$ cat src/gbsr_pkg.sv
// ----------------------------------------------------------------------------
// gbsr_pkg
// Types, button bit masks, remap tables and helper functions shared by the
// pad sample remapper pipeline.
// ----------------------------------------------------------------------------
package gbsr_pkg;

  // Configuration register indexes.
  localparam logic [1:0] CFG_ANALOG = 2'd0;
  localparam logic [1:0] CFG_BUTTON = 2'd1;

  // Button bits.
  localparam logic [31:0] B_A      = 32'h0000_0001;
  localparam logic [31:0] B_B      = 32'h0000_0002;
  localparam logic [31:0] B_X      = 32'h0000_0004;
  localparam logic [31:0] B_Y      = 32'h0000_0008;
  localparam logic [31:0] B_SL     = 32'h0000_0010;
  localparam logic [31:0] B_SR     = 32'h0000_0020;
  localparam logic [31:0] B_L      = 32'h0000_0040;
  localparam logic [31:0] B_R      = 32'h0000_0080;
  localparam logic [31:0] B_ZL     = 32'h0000_0100;
  localparam logic [31:0] B_ZR     = 32'h0000_0200;
  localparam logic [31:0] B_PLUS   = 32'h0000_0400;
  localparam logic [31:0] B_MINUS  = 32'h0000_0800;
  localparam logic [31:0] B_LEFT   = 32'h0000_1000;
  localparam logic [31:0] B_UP     = 32'h0000_2000;
  localparam logic [31:0] B_RIGHT  = 32'h0000_4000;
  localparam logic [31:0] B_DOWN   = 32'h0000_8000;
  localparam logic [31:0] B_LLEFT  = 32'h0001_0000;
  localparam logic [31:0] B_LUP    = 32'h0002_0000;
  localparam logic [31:0] B_LRIGHT = 32'h0004_0000;
  localparam logic [31:0] B_LDOWN  = 32'h0008_0000;
  localparam logic [31:0] B_RLEFT  = 32'h0010_0000;
  localparam logic [31:0] B_RUP    = 32'h0020_0000;
  localparam logic [31:0] B_RRIGHT = 32'h0040_0000;
  localparam logic [31:0] B_RDOWN  = 32'h0080_0000;
  localparam logic [31:0] B_ANYSL  = 32'h0500_0000;
  localparam logic [31:0] B_ANYSR  = 32'h0A00_0000;
  localparam logic [31:0] B_NONE   = 32'h0000_0000;

  localparam logic [31:0] STICK_DIRS = B_LLEFT | B_LUP | B_LRIGHT | B_LDOWN |
                                       B_RLEFT | B_RUP | B_RRIGHT | B_RDOWN;
  localparam logic [31:0] SHOULDERS  = B_L | B_R | B_ZL | B_ZR;

  localparam logic signed [15:0] STICK_MIN = 16'sh8000;
  localparam logic signed [15:0] STICK_MAX = 16'sh7FFF;

  localparam int unsigned MAP_LEN = 8;

  typedef struct packed {
    logic [31:0] src;
    logic [31:0] dst;
  } pair_t;

  typedef pair_t [MAP_LEN-1:0] map_t;

  // Unused entries have an empty source, so they never fire.
  localparam pair_t P_NONE = '{src: B_NONE, dst: B_NONE};

  localparam map_t ORIENT_MAP = '{
    '{B_LDOWN, B_LRIGHT}, '{B_LUP, B_LLEFT}, '{B_LRIGHT, B_LUP}, '{B_LLEFT, B_LDOWN},
    '{B_RDOWN, B_RLEFT}, '{B_RUP, B_RRIGHT}, '{B_RRIGHT, B_RDOWN}, '{B_RLEFT, B_RUP}};
  localparam map_t R_TO_L_MAP = '{
    P_NONE, P_NONE, P_NONE, '{B_SR, B_SL},
    '{B_RDOWN, B_LDOWN}, '{B_RUP, B_LUP}, '{B_RRIGHT, B_LRIGHT}, '{B_RLEFT, B_LLEFT}};
  localparam map_t L_TO_R_MAP = '{
    P_NONE, P_NONE, P_NONE, '{B_SL, B_SR},
    '{B_LDOWN, B_RDOWN}, '{B_LUP, B_RUP}, '{B_LRIGHT, B_RRIGHT}, '{B_LLEFT, B_RLEFT}};
  localparam map_t TO_DPAD_MAP = '{
    '{B_LDOWN, B_DOWN}, '{B_LUP, B_UP}, '{B_LRIGHT, B_RIGHT}, '{B_LLEFT, B_LEFT},
    '{B_RDOWN, B_DOWN}, '{B_RUP, B_UP}, '{B_RRIGHT, B_RIGHT}, '{B_RLEFT, B_LEFT}};
  localparam map_t DPAD_FACE_MAP = '{
    P_NONE, P_NONE, P_NONE, P_NONE,
    '{B_LEFT, B_Y}, '{B_UP, B_X}, '{B_DOWN, B_B}, '{B_RIGHT, B_A}};
  localparam map_t FACE_DPAD_MAP = '{
    P_NONE, P_NONE, P_NONE, P_NONE,
    '{B_Y, B_LEFT}, '{B_X, B_UP}, '{B_B, B_DOWN}, '{B_A, B_RIGHT}};
  localparam map_t ROT_RIGHT_MAP = '{
    '{B_LEFT, B_UP}, '{B_DOWN, B_LEFT}, '{B_RIGHT, B_DOWN}, '{B_UP, B_RIGHT},
    '{B_B, B_Y}, '{B_Y, B_X}, '{B_A, B_B}, '{B_X, B_A}};
  localparam map_t ROT_LEFT_MAP = '{
    '{B_LEFT, B_DOWN}, '{B_DOWN, B_RIGHT}, '{B_RIGHT, B_UP}, '{B_UP, B_LEFT},
    '{B_Y, B_B}, '{B_X, B_Y}, '{B_B, B_A}, '{B_A, B_X}};
  localparam map_t SLSR_LR_MAP = '{
    P_NONE, P_NONE, P_NONE, P_NONE, P_NONE, P_NONE,
    '{B_ANYSR, B_R}, '{B_ANYSL, B_L}};
  localparam map_t SLSR_Z_MAP = '{
    P_NONE, P_NONE, P_NONE, P_NONE, P_NONE, P_NONE,
    '{B_ANYSR, B_ZR}, '{B_ANYSL, B_ZL}};
  localparam map_t MINUS_PLUS_MAP = '{
    P_NONE, P_NONE, P_NONE, P_NONE, P_NONE, P_NONE, P_NONE, '{B_MINUS, B_PLUS}};
  localparam map_t PLUS_MINUS_MAP = '{
    P_NONE, P_NONE, P_NONE, P_NONE, P_NONE, P_NONE, P_NONE, '{B_PLUS, B_MINUS}};

  // Live configuration, as seen by the stages.
  typedef struct packed {
    logic [4:0] analog;
    logic [8:0] button;
  } cfg_t;

  // One pad sample travelling through the pipeline.
  typedef struct packed {
    logic [31:0]        now;
    logic [31:0]        bef;
    logic signed [15:0] lx;
    logic signed [15:0] ly;
    logic signed [15:0] rx;
    logic signed [15:0] ry;
  } sample_t;

  // Squared components of both sticks.
  typedef struct packed {
    logic [31:0] lxx;
    logic [31:0] lyy;
    logic [31:0] rxx;
    logic [31:0] ryy;
  } squares_t;

  // Every entry whose source touches the input clears its source bits and
  // sets its target, all against the same input word.
  function automatic logic [31:0] remap(input logic [31:0] v, input map_t m);
    logic [31:0] rem;
    logic [31:0] put;
    rem = '0;
    put = '0;
    for (int i = 0; i < MAP_LEN; i++) begin
      if ((v & m[i].src) != '0) begin
        rem = rem | m[i].src;
        put = put | m[i].dst;
      end
    end
    return (v & ~rem) | put;
  endfunction

  function automatic logic signed [15:0] sat_neg(input logic signed [15:0] v);
    return (v == STICK_MIN) ? STICK_MAX : -v;
  endfunction

endpackage

$ cat src/gbsr_btn.sv
// ----------------------------------------------------------------------------
// gbsr_btn
// First pipeline stage: all button options, then the axis orientation of
// both sticks and of their direction bits.
// ----------------------------------------------------------------------------
module gbsr_btn (
  input  logic             clk_i,
  input  logic             rst_ni,
  input  gbsr_pkg::cfg_t   cfg_i,
  input  logic             valid_i,
  output logic             ready_o,
  input  gbsr_pkg::sample_t data_i,
  output logic             valid_o,
  input  logic             ready_i,
  output gbsr_pkg::sample_t data_o
);

  logic              valid_q;
  gbsr_pkg::sample_t data_q, data_d;

  function automatic logic [31:0] buttons(input logic [31:0] v, input logic [8:0] bo,
                                          input logic orient);
    logic [31:0] r;
    r = v;
    if (bo[0]) r = gbsr_pkg::remap(r, gbsr_pkg::DPAD_FACE_MAP);
    if (bo[1]) r = gbsr_pkg::remap(r, gbsr_pkg::FACE_DPAD_MAP);
    if (bo[2]) begin
      r = gbsr_pkg::remap(r, gbsr_pkg::ROT_RIGHT_MAP);
    end else if (bo[3]) begin
      r = gbsr_pkg::remap(r, gbsr_pkg::ROT_LEFT_MAP);
    end
    if (bo[4]) r = r & ~gbsr_pkg::SHOULDERS;
    if (bo[5]) r = gbsr_pkg::remap(r, gbsr_pkg::SLSR_LR_MAP);
    if (bo[6]) r = gbsr_pkg::remap(r, gbsr_pkg::SLSR_Z_MAP);
    if (bo[7]) r = gbsr_pkg::remap(r, gbsr_pkg::MINUS_PLUS_MAP);
    if (bo[8]) r = gbsr_pkg::remap(r, gbsr_pkg::PLUS_MINUS_MAP);
    if (orient) r = gbsr_pkg::remap(r, gbsr_pkg::ORIENT_MAP);
    return r;
  endfunction

  always_comb begin
    data_d     = data_i;
    data_d.now = buttons(data_i.now, cfg_i.button, cfg_i.analog[0]);
    data_d.bef = buttons(data_i.bef, cfg_i.button, cfg_i.analog[0]);
    // Left stick turns to (-y, x), right stick to (y, -x).
    if (cfg_i.analog[0]) begin
      data_d.lx = gbsr_pkg::sat_neg(data_i.ly);
      data_d.ly = data_i.lx;
      data_d.rx = data_i.ry;
      data_d.ry = gbsr_pkg::sat_neg(data_i.rx);
    end
  end

  assign ready_o = !valid_q || ready_i;

  always_ff @(posedge clk_i or negedge rst_ni) begin
    if (!rst_ni) begin
      valid_q <= 1'b0;
    end else if (ready_o) begin
      valid_q <= valid_i;
    end
  end

  always_ff @(posedge clk_i) begin
    if (valid_i && ready_o) begin
      data_q <= data_d;
    end
  end

  assign valid_o = valid_q;
  assign data_o  = data_q;

endmodule

$ cat src/gbsr_sq.sv
// ----------------------------------------------------------------------------
// gbsr_sq
// Second pipeline stage: squares each stick component for the length
// comparison; the sample itself rides along unchanged.
// ----------------------------------------------------------------------------
module gbsr_sq (
  input  logic               clk_i,
  input  logic               rst_ni,
  input  logic               valid_i,
  output logic               ready_o,
  input  gbsr_pkg::sample_t  data_i,
  output logic               valid_o,
  input  logic               ready_i,
  output gbsr_pkg::sample_t  data_o,
  output gbsr_pkg::squares_t sq_o
);

  logic               valid_q;
  gbsr_pkg::sample_t  data_q;
  gbsr_pkg::squares_t sq_q, sq_d;

  always_comb begin
    sq_d.lxx = 32'(data_i.lx * data_i.lx);
    sq_d.lyy = 32'(data_i.ly * data_i.ly);
    sq_d.rxx = 32'(data_i.rx * data_i.rx);
    sq_d.ryy = 32'(data_i.ry * data_i.ry);
  end

  assign ready_o = !valid_q || ready_i;

  always_ff @(posedge clk_i or negedge rst_ni) begin
    if (!rst_ni) begin
      valid_q <= 1'b0;
    end else if (ready_o) begin
      valid_q <= valid_i;
    end
  end

  always_ff @(posedge clk_i) begin
    if (valid_i && ready_o) begin
      data_q <= data_i;
      sq_q   <= sq_d;
    end
  end

  assign valid_o = valid_q;
  assign data_o  = data_q;
  assign sq_o    = sq_q;

endmodule

$ cat src/gbsr_sel.sv
// ----------------------------------------------------------------------------
// gbsr_sel
// Third pipeline stage: dominant stick selection, stick assignment with its
// button moves, stick directions to d-pad and stick clearing. Holds the
// output register.
// ----------------------------------------------------------------------------
module gbsr_sel (
  input  logic               clk_i,
  input  logic               rst_ni,
  input  gbsr_pkg::cfg_t     cfg_i,
  input  logic               valid_i,
  output logic               ready_o,
  input  gbsr_pkg::sample_t  data_i,
  input  gbsr_pkg::squares_t sq_i,
  output logic               valid_o,
  input  logic               ready_i,
  output gbsr_pkg::sample_t  data_o
);

  logic              valid_q;
  gbsr_pkg::sample_t data_q, data_d;
  logic [32:0]       len_l, len_r;
  logic              right_wins;
  logic signed [15:0] dx, dy;

  // Assigning to the left pulls the right stick's buttons across, and
  // assigning to the right pulls the left stick's buttons across.
  function automatic logic [31:0] analog_btn(input logic [31:0] v, input logic [4:0] ao);
    logic [31:0] r;
    r = v;
    if (ao[2:1] == 2'b01) begin
      r = gbsr_pkg::remap(r, gbsr_pkg::R_TO_L_MAP);
    end else if (ao[2:1] == 2'b10) begin
      r = gbsr_pkg::remap(r, gbsr_pkg::L_TO_R_MAP);
    end
    if (ao[3]) r = gbsr_pkg::remap(r, gbsr_pkg::TO_DPAD_MAP);
    if (ao[4]) r = r & ~gbsr_pkg::STICK_DIRS;
    return r;
  endfunction

  always_comb begin
    len_l      = {1'b0, sq_i.lxx} + {1'b0, sq_i.lyy};
    len_r      = {1'b0, sq_i.rxx} + {1'b0, sq_i.ryy};
    right_wins = len_l < len_r;
    dx         = right_wins ? data_i.rx : data_i.lx;
    dy         = right_wins ? data_i.ry : data_i.ly;

    data_d     = data_i;
    data_d.now = analog_btn(data_i.now, cfg_i.analog);
    data_d.bef = analog_btn(data_i.bef, cfg_i.analog);
    case (cfg_i.analog[2:1])
      2'b11: begin
        data_d.lx = dx;
        data_d.ly = dy;
        data_d.rx = dx;
        data_d.ry = dy;
      end
      2'b01: begin
        data_d.lx = dx;
        data_d.ly = dy;
        data_d.rx = '0;
        data_d.ry = '0;
      end
      2'b10: begin
        data_d.lx = '0;
        data_d.ly = '0;
        data_d.rx = dx;
        data_d.ry = dy;
      end
      default: begin
      end
    endcase
    if (cfg_i.analog[4]) begin
      data_d.lx = '0;
      data_d.ly = '0;
      data_d.rx = '0;
      data_d.ry = '0;
    end
  end

  assign ready_o = !valid_q || ready_i;

  always_ff @(posedge clk_i or negedge rst_ni) begin
    if (!rst_ni) begin
      valid_q <= 1'b0;
    end else if (ready_o) begin
      valid_q <= valid_i;
    end
  end

  always_ff @(posedge clk_i) begin
    if (valid_i && ready_o) begin
      data_q <= data_d;
    end
  end

  assign valid_o = valid_q;
  assign data_o  = data_q;

endmodule

$ cat src/gamepad_button_stick_remapper.sv
// ----------------------------------------------------------------------------
// gamepad_button_stick_remapper
// Remaps one pad sample (two button vectors and two sticks) according to
// the button and analog option registers, in a three-stage pipeline.
// ----------------------------------------------------------------------------
//
//   Channel | Signals                         | Direction | Payload
//   --------+---------------------------------+-----------+---------------------------
//   in      | in_valid_i / in_ready_o         | into      | buttons, four stick axes
//   out     | out_valid_o / out_ready_i       | out of    | remapped buttons and axes
//   cfg     | cfg_valid_i / cfg_ready_o       | into      | register index, write data
//
// A sample is accepted in every cycle unless a full pipeline stalls on the
// output, and passes the three register stages (buttons, squares, selection)
// in order; throughput is one sample per cycle while the output is ready.
// Reset clears the valid bits and both option registers to zero.
// Each stage holds its sample while the one after it is full and stalled,
// and fills a bubble even while the output waits, so nothing is lost or
// repeated.
//
module gamepad_button_stick_remapper (
  input  logic               clk_i,
  input  logic               rst_ni,
  // Configuration write channel.
  input  logic               cfg_valid_i,
  output logic               cfg_ready_o,
  input  logic [1:0]         cfg_index_i,
  input  logic [8:0]         cfg_data_i,
  // Input sample channel.
  input  logic               in_valid_i,
  output logic               in_ready_o,
  input  logic [31:0]        buttons_now_i,
  input  logic [31:0]        buttons_before_i,
  input  logic signed [15:0] left_x_in_i,
  input  logic signed [15:0] left_y_in_i,
  input  logic signed [15:0] right_x_in_i,
  input  logic signed [15:0] right_y_in_i,
  // Result channel.
  output logic               out_valid_o,
  input  logic               out_ready_i,
  output logic [31:0]        buttons_now_out_o,
  output logic [31:0]        buttons_before_out_o,
  output logic signed [15:0] left_x_out_o,
  output logic signed [15:0] left_y_out_o,
  output logic signed [15:0] right_x_out_o,
  output logic signed [15:0] right_y_out_o
);

  // Option registers. The user must write them only while the pipeline is
  // empty; the block itself does not enforce this. The stages read them directly.
  logic [4:0] analog_q;
  logic [8:0] button_q;
  gbsr_pkg::cfg_t cfg;

  assign cfg_ready_o = 1'b1;

  always_ff @(posedge clk_i or negedge rst_ni) begin
    if (!rst_ni) begin
      analog_q <= '0;
      button_q <= '0;
    end else if (cfg_valid_i) begin
      case (cfg_index_i)
        gbsr_pkg::CFG_ANALOG: analog_q <= cfg_data_i[4:0];
        gbsr_pkg::CFG_BUTTON: button_q <= cfg_data_i;
        default: begin
          // Writes to unknown indexes are dropped.
        end
      endcase
    end
  end

  assign cfg.analog = analog_q;
  assign cfg.button = button_q;

  // Stage links.
  gbsr_pkg::sample_t  in_data, s1_data, s2_data, out_data;
  gbsr_pkg::squares_t s2_sq;
  logic               s1_valid, s1_ready, s2_valid, s2_ready;

  assign in_data.now = buttons_now_i;
  assign in_data.bef = buttons_before_i;
  assign in_data.lx  = left_x_in_i;
  assign in_data.ly  = left_y_in_i;
  assign in_data.rx  = right_x_in_i;
  assign in_data.ry  = right_y_in_i;

  // Stage 1: button options and axis orientation.
  gbsr_btn u_btn (
    .clk_i   (clk_i),
    .rst_ni  (rst_ni),
    .cfg_i   (cfg),
    .valid_i (in_valid_i),
    .ready_o (in_ready_o),
    .data_i  (in_data),
    .valid_o (s1_valid),
    .ready_i (s1_ready),
    .data_o  (s1_data)
  );

  // Stage 2: squared stick components.
  gbsr_sq u_sq (
    .clk_i   (clk_i),
    .rst_ni  (rst_ni),
    .valid_i (s1_valid),
    .ready_o (s1_ready),
    .data_i  (s1_data),
    .valid_o (s2_valid),
    .ready_i (s2_ready),
    .data_o  (s2_data),
    .sq_o    (s2_sq)
  );

  // Stage 3: dominant stick, assignment, d-pad and clearing.
  gbsr_sel u_sel (
    .clk_i   (clk_i),
    .rst_ni  (rst_ni),
    .cfg_i   (cfg),
    .valid_i (s2_valid),
    .ready_o (s2_ready),
    .data_i  (s2_data),
    .sq_i    (s2_sq),
    .valid_o (out_valid_o),
    .ready_i (out_ready_i),
    .data_o  (out_data)
  );

  assign buttons_now_out_o    = out_data.now;
  assign buttons_before_out_o = out_data.bef;
  assign left_x_out_o         = out_data.lx;
  assign left_y_out_o         = out_data.ly;
  assign right_x_out_o        = out_data.rx;
  assign right_y_out_o        = out_data.ry;

endmodule

$ cat config.mk
export PLATFORM = sky130hd
export DESIGN_NAME = gamepad_button_stick_remapper
export DESIGN_NICKNAME = d
export VERILOG_FILES = /design/src/gbsr_pkg.sv /design/src/gbsr_btn.sv /design/src/gbsr_sq.sv /design/src/gbsr_sel.sv /design/src/gamepad_button_stick_remapper.sv
export SDC_FILE = /design/constraint.sdc
export NUM_CORES = 2
export LEC_CHECK = 0
export ABC_CLOCK_PERIOD_IN_PS = 12850
export CAP_MARGIN = 5
export CORE_UTILIZATION = 40
export DETAILED_ROUTE_END_ITERATION = 10
export DONT_BUFFER_PORTS = 1
export GPL_TIMING_DRIVEN = 0
export PLACE_DENSITY_LB_ADDON = 0.25
export SLEW_MARGIN = 20
export SYNTH_ARGS = -nofsm -noshare
export SYNTH_HDL_FRONTEND = slang
export SYNTH_HIERARCHICAL = 1
export SYNTH_SLANG_ARGS = --single-unit
export TNS_END_PERCENT = 10
$ cat constraint.sdc
create_clock -name clk_i -period 12.85 [get_ports clk_i]
set_input_delay 0.6425 -clock clk_i [delete_from_list [all_inputs] [get_ports clk_i]]
set_output_delay 0.6425 -clock clk_i [all_outputs]
set_load 0.05 [all_outputs]
==> results by group <==
Status
  – Status: complete, no violations

Floorplan
  – Area of the core: 144000 um^2
  – DIE HEIGHT: 384 um
  – Placement row count: 139
  – Top Ports: 275
  – Die area: between 100000 and 150000 um^2
  – Initial core utilization: 0.405
  – Die width: roughly 380 um

Timing
  – RSZ-0062 raised after global routing: no
  – Share of the clock period used by the worst path after layout: 0.623
  – Final-report hold violation count: 0
  – Worst Slack Setup Final: 4.84 ns
  – Total negative slack for setup checks: 0 ns
  – Final period demand of the worst path: between 8 and 9 ns
  – Count of final setup violators: 0
  – Count of pins over their slew limit: 0
  – Top achievable clock speed: 125 MHz
  – Max transition margin: 0.246
  – Slew at the pin closest to its max-slew limit: between 1 and 1.5 ns
  – Final Skew: roughly 0.08 ns

Setup path
  – Reg2Reg Setup Slack: 4.84 ns
  – Critical Path Sink Type: flop
  – Arrival time at the worst endpoint: 8.37 ns
  – Kind of launch point of the worst setup path: flop
  – Critical path required time: between 10 and 15 ns
  – Worst reg-to-reg path cell count: 22
  – Highest fanout seen on the critical path: 10
  – Start-to-end type of the worst setup path: reg2reg
  – Critical register-to-register path endpoint: u_sq/sq_o[127]$_DFFE_PP_
  – RR Startpoint: u_btn/data_o[53]$_DFFE_PP_

Drt
  – Final wirelength: 159000 um
  – Number of DRC markers after the initial detailed-route iteration: 2633
  – Overall via count from detail_route: 38.9k
  – Total iterations of the first detailed-routing run: 7
  – Detailed-route DRC error count: 0
  – Detailed-route vias per instance: 5.17
  – Drt wl/cell: between 20 and 25 um
  – Residual antenna-violating net count after detailed routing: 0

Clock tree
  – Setup Buffers After CTS: 0
  – CTS H-tree lvls: 2
  – Number of buffers added by the clock tree synthesis step: 60
  – Number of buffers on the longest clock path: 3
  – Clock input transition at the sequential cells of the worst setup and hold paths: 0.06 ns
  – TritonCTS sink count: 521
  – Count of instances resized after the clock tree is built: 0
  – Clock latency on the worst-skew pair: 0.70 ns
  – CTS tree: built
  – Cts-stage hold buffer count: 1
  – Cell at the root of the clock tree: clkbuf_16

Run
  – Count of max-cap constraint violations: 0

Yosys
  – Proportion of synthesized flip-flops having asynchronous set or reset: 0.0326
  – Number of warnings printed during yosys synthesis: 6
  – Synthesized area divided by synthesized cell count: roughly 11 um^2
  – Cell area after technology mapping: 58500 um^2
  – Unique cell type count in the Yosys netlist: 102
  – Primary FF master, synth: edfxtp_1
  – Number of enable flip-flop cells after synthesis: about 500
  – Number of storage elements in the synthesis netlist: 521
  – Gate count of the mapped netlist: ~5.5k
  – Post-synthesis sequential area ratio: 0.266

Global routing
  – Wire length of the first global-routing pass: 244000 um
  – Antenna violations before repair: 22
  – Remaining global-route overflow: 0
  – Overall Global Routing Usage: 0.219
  – Number of global-route vias before repair: 41.1k
  – Largest net degree at the start of global routing: 56

Min path
  – Min-delay worst type: in2reg
  – Hold Path Stages: 0
  – Startpoint of the most critical hold path: buttons_before_i[29]
  – Hold-critical path endpoint: u_btn/data_o[93]$_DFFE_PP_

Cells and area
  – Leading cell types in the layout, fill and taps excluded: inv_1 (1262), fa_1 (943), edfxtp_1 (504)
  – Layout Nets: 7076
  – Synth-to-layout area growth: 8.13%
  – Share of post-route cells with drive strength above 1: 0.0462
  – Commonest non-fill, non-tap cell in the layout: inv_1

Placement
  – Final estimated routing congestion in global placement: 0.934
  – Pre-CTS WS: 4.90 ns
  – Total of buffers placed on input and output ports: 0
  – HPWL reported at the end of detailed placement: roughly 130000 um
Yosys cell counts, types with 11 or more instances:
cell type	n	area (um^2)
a31o_2	18	158
o21ai_0	136	681
fa_1	943	18900
mux2i_1	15	150
o21ai_1	15	75.1
nor4_1	12	75.1
and3_1	23	144
clkbuf_1	132	495
o21bai_1	25	188
nand2_1	408	1530
o21a_1	24	180
and4_1	11	96.3
nor2_1	242	908
xor2_1	59	517
a31oi_1	29	181
dfrtp_1	17	425
mux2_2	63	709
and2_1	178	1110
a22o_1	63	552
nor3_1	39	195
nand4_1	17	106
a21oi_1	200	1000
xnor2_1	170	1490
nand3_1	47	235
a21o_1	65	488
o211ai_1	15	113
inv_1	1262	4740
a211oi_1	30	225
ha_1	434	5430
edfxtp_1	504	15100
buf_4	12	90.1
nor2b_1	28	175
nand2b_1	58	363
buf_2	12	60.1
worst max-delay path by stage:
stage	start	to	slack (ns)	cells past startpoint
6_report	u_btn/data_o[53]$_DFFE_PP_	u_sq/sq_o[127]$_DFFE_PP_	4.84	22
3_3_place_gp	out_ready_i	u_sq/data_o[29]$_DFFE_PP_	2.59	3
2_1_floorplan	out_ready_i	u_sq/data_o[0]$_DFFE_PP_	5.69	3
4_1_cts	u_btn/data_o[53]$_DFFE_PP_	u_sq/sq_o[127]$_DFFE_PP_	4.89	22
3_5_place_dp	u_btn/data_o[53]$_DFFE_PP_	u_sq/sq_o[127]$_DFFE_PP_	4.90	22
5_1_grt	u_btn/data_o[53]$_DFFE_PP_	u_sq/sq_o[127]$_DFFE_PP_	4.45	22
state kept, by name, indices dropped and copies added (netlist names):
signal / count
analog_q: 5
button_q: 9
u_btn/data_o: 128
u_btn/valid_o: 1
u_sel/data_o: 128
u_sel/valid_o: 1
u_sq/data_o: 128
u_sq/sq_o: 120
u_sq/valid_o: 1
area by class of cell:
cell class | instances | area, um^2
antenna | 17 | 42.5
buffer | 162 | 684
clock buffer | 80 | 1660
clock inverter | 32 | 404
fill | 13814 | 81100
inverter | 1263 | 4740
multi-input combinational | 3537 | 37500
sequential | 521 | 15600
tap | 1903 | 2380
timing repair buffer | 10 | 250
layer usage:
metal	GRT usage	vias to the layer above	share of wire
li1	-	17670	-
met1	0.288	19881	0.42
met2	0.371	1132	0.49
met3	0.0448	172	0.075
met5	0	-	0.00055
met4	0.0496	12	0.024
metrics by stage:
| stage | hold slack [ns] | cells | instance area, um^2 | util |
|---|---|---|---|---|
| 2_1_floorplan | 0.347 | 5483 | 58500 | - |
| 5_1_grt | 0.0241 | 7516 | 63200 | 0.438 |
| 6_report | 0.0637 | 7525 | 63200 | 0.438 |
| 3_3_place_gp | 0.347 | 7386 | 60900 | 0.422 |
| 3_5_place_dp | 0.348 | 7395 | 61100 | 0.424 |
| 4_1_cts | 0.0162 | 7508 | 63200 | 0.438 |
critical path, stage by stage (launching register included):
cell      delay (ns)
edfxtp_1        0.45
clkbuf_1        0.54
clkbuf_1        0.73
nand2_1         0.18
fa_1            0.58
fa_1            0.46
fa_1            0.52
inv_1           0.05
fa_1            0.48
fa_1            0.50
inv_1           0.06
fa_1            0.49
inv_1           0.06
ha_1            0.32
and3_1          0.22
a221oi_1        0.50
o311a_1         0.32
o31ai_1         0.11
o21ai_1         0.22
o31ai_1         0.19
a41o_1          0.29
o41ai_1         0.33
xnor2_1         0.13
cells by family after synthesis:
family                   count (synthesis)  share of synthesized area
AO/OA/AOI/OAI                          724                     0.0828
XOR/XNOR                               229                     0.0343
adder cells (fa/ha/maj)               1377                      0.416
multiplexers                            79                     0.0150
flip-flops                             521                      0.266
other                                    2                   0.000128
buffers and inverters                 1425                     0.0927
AND/OR/NAND/NOR                       1123                     0.0935
Power is left out: the tool's default activity adds up to more than one toggle a clock period on the data nets, which glitch-free logic cannot reach.
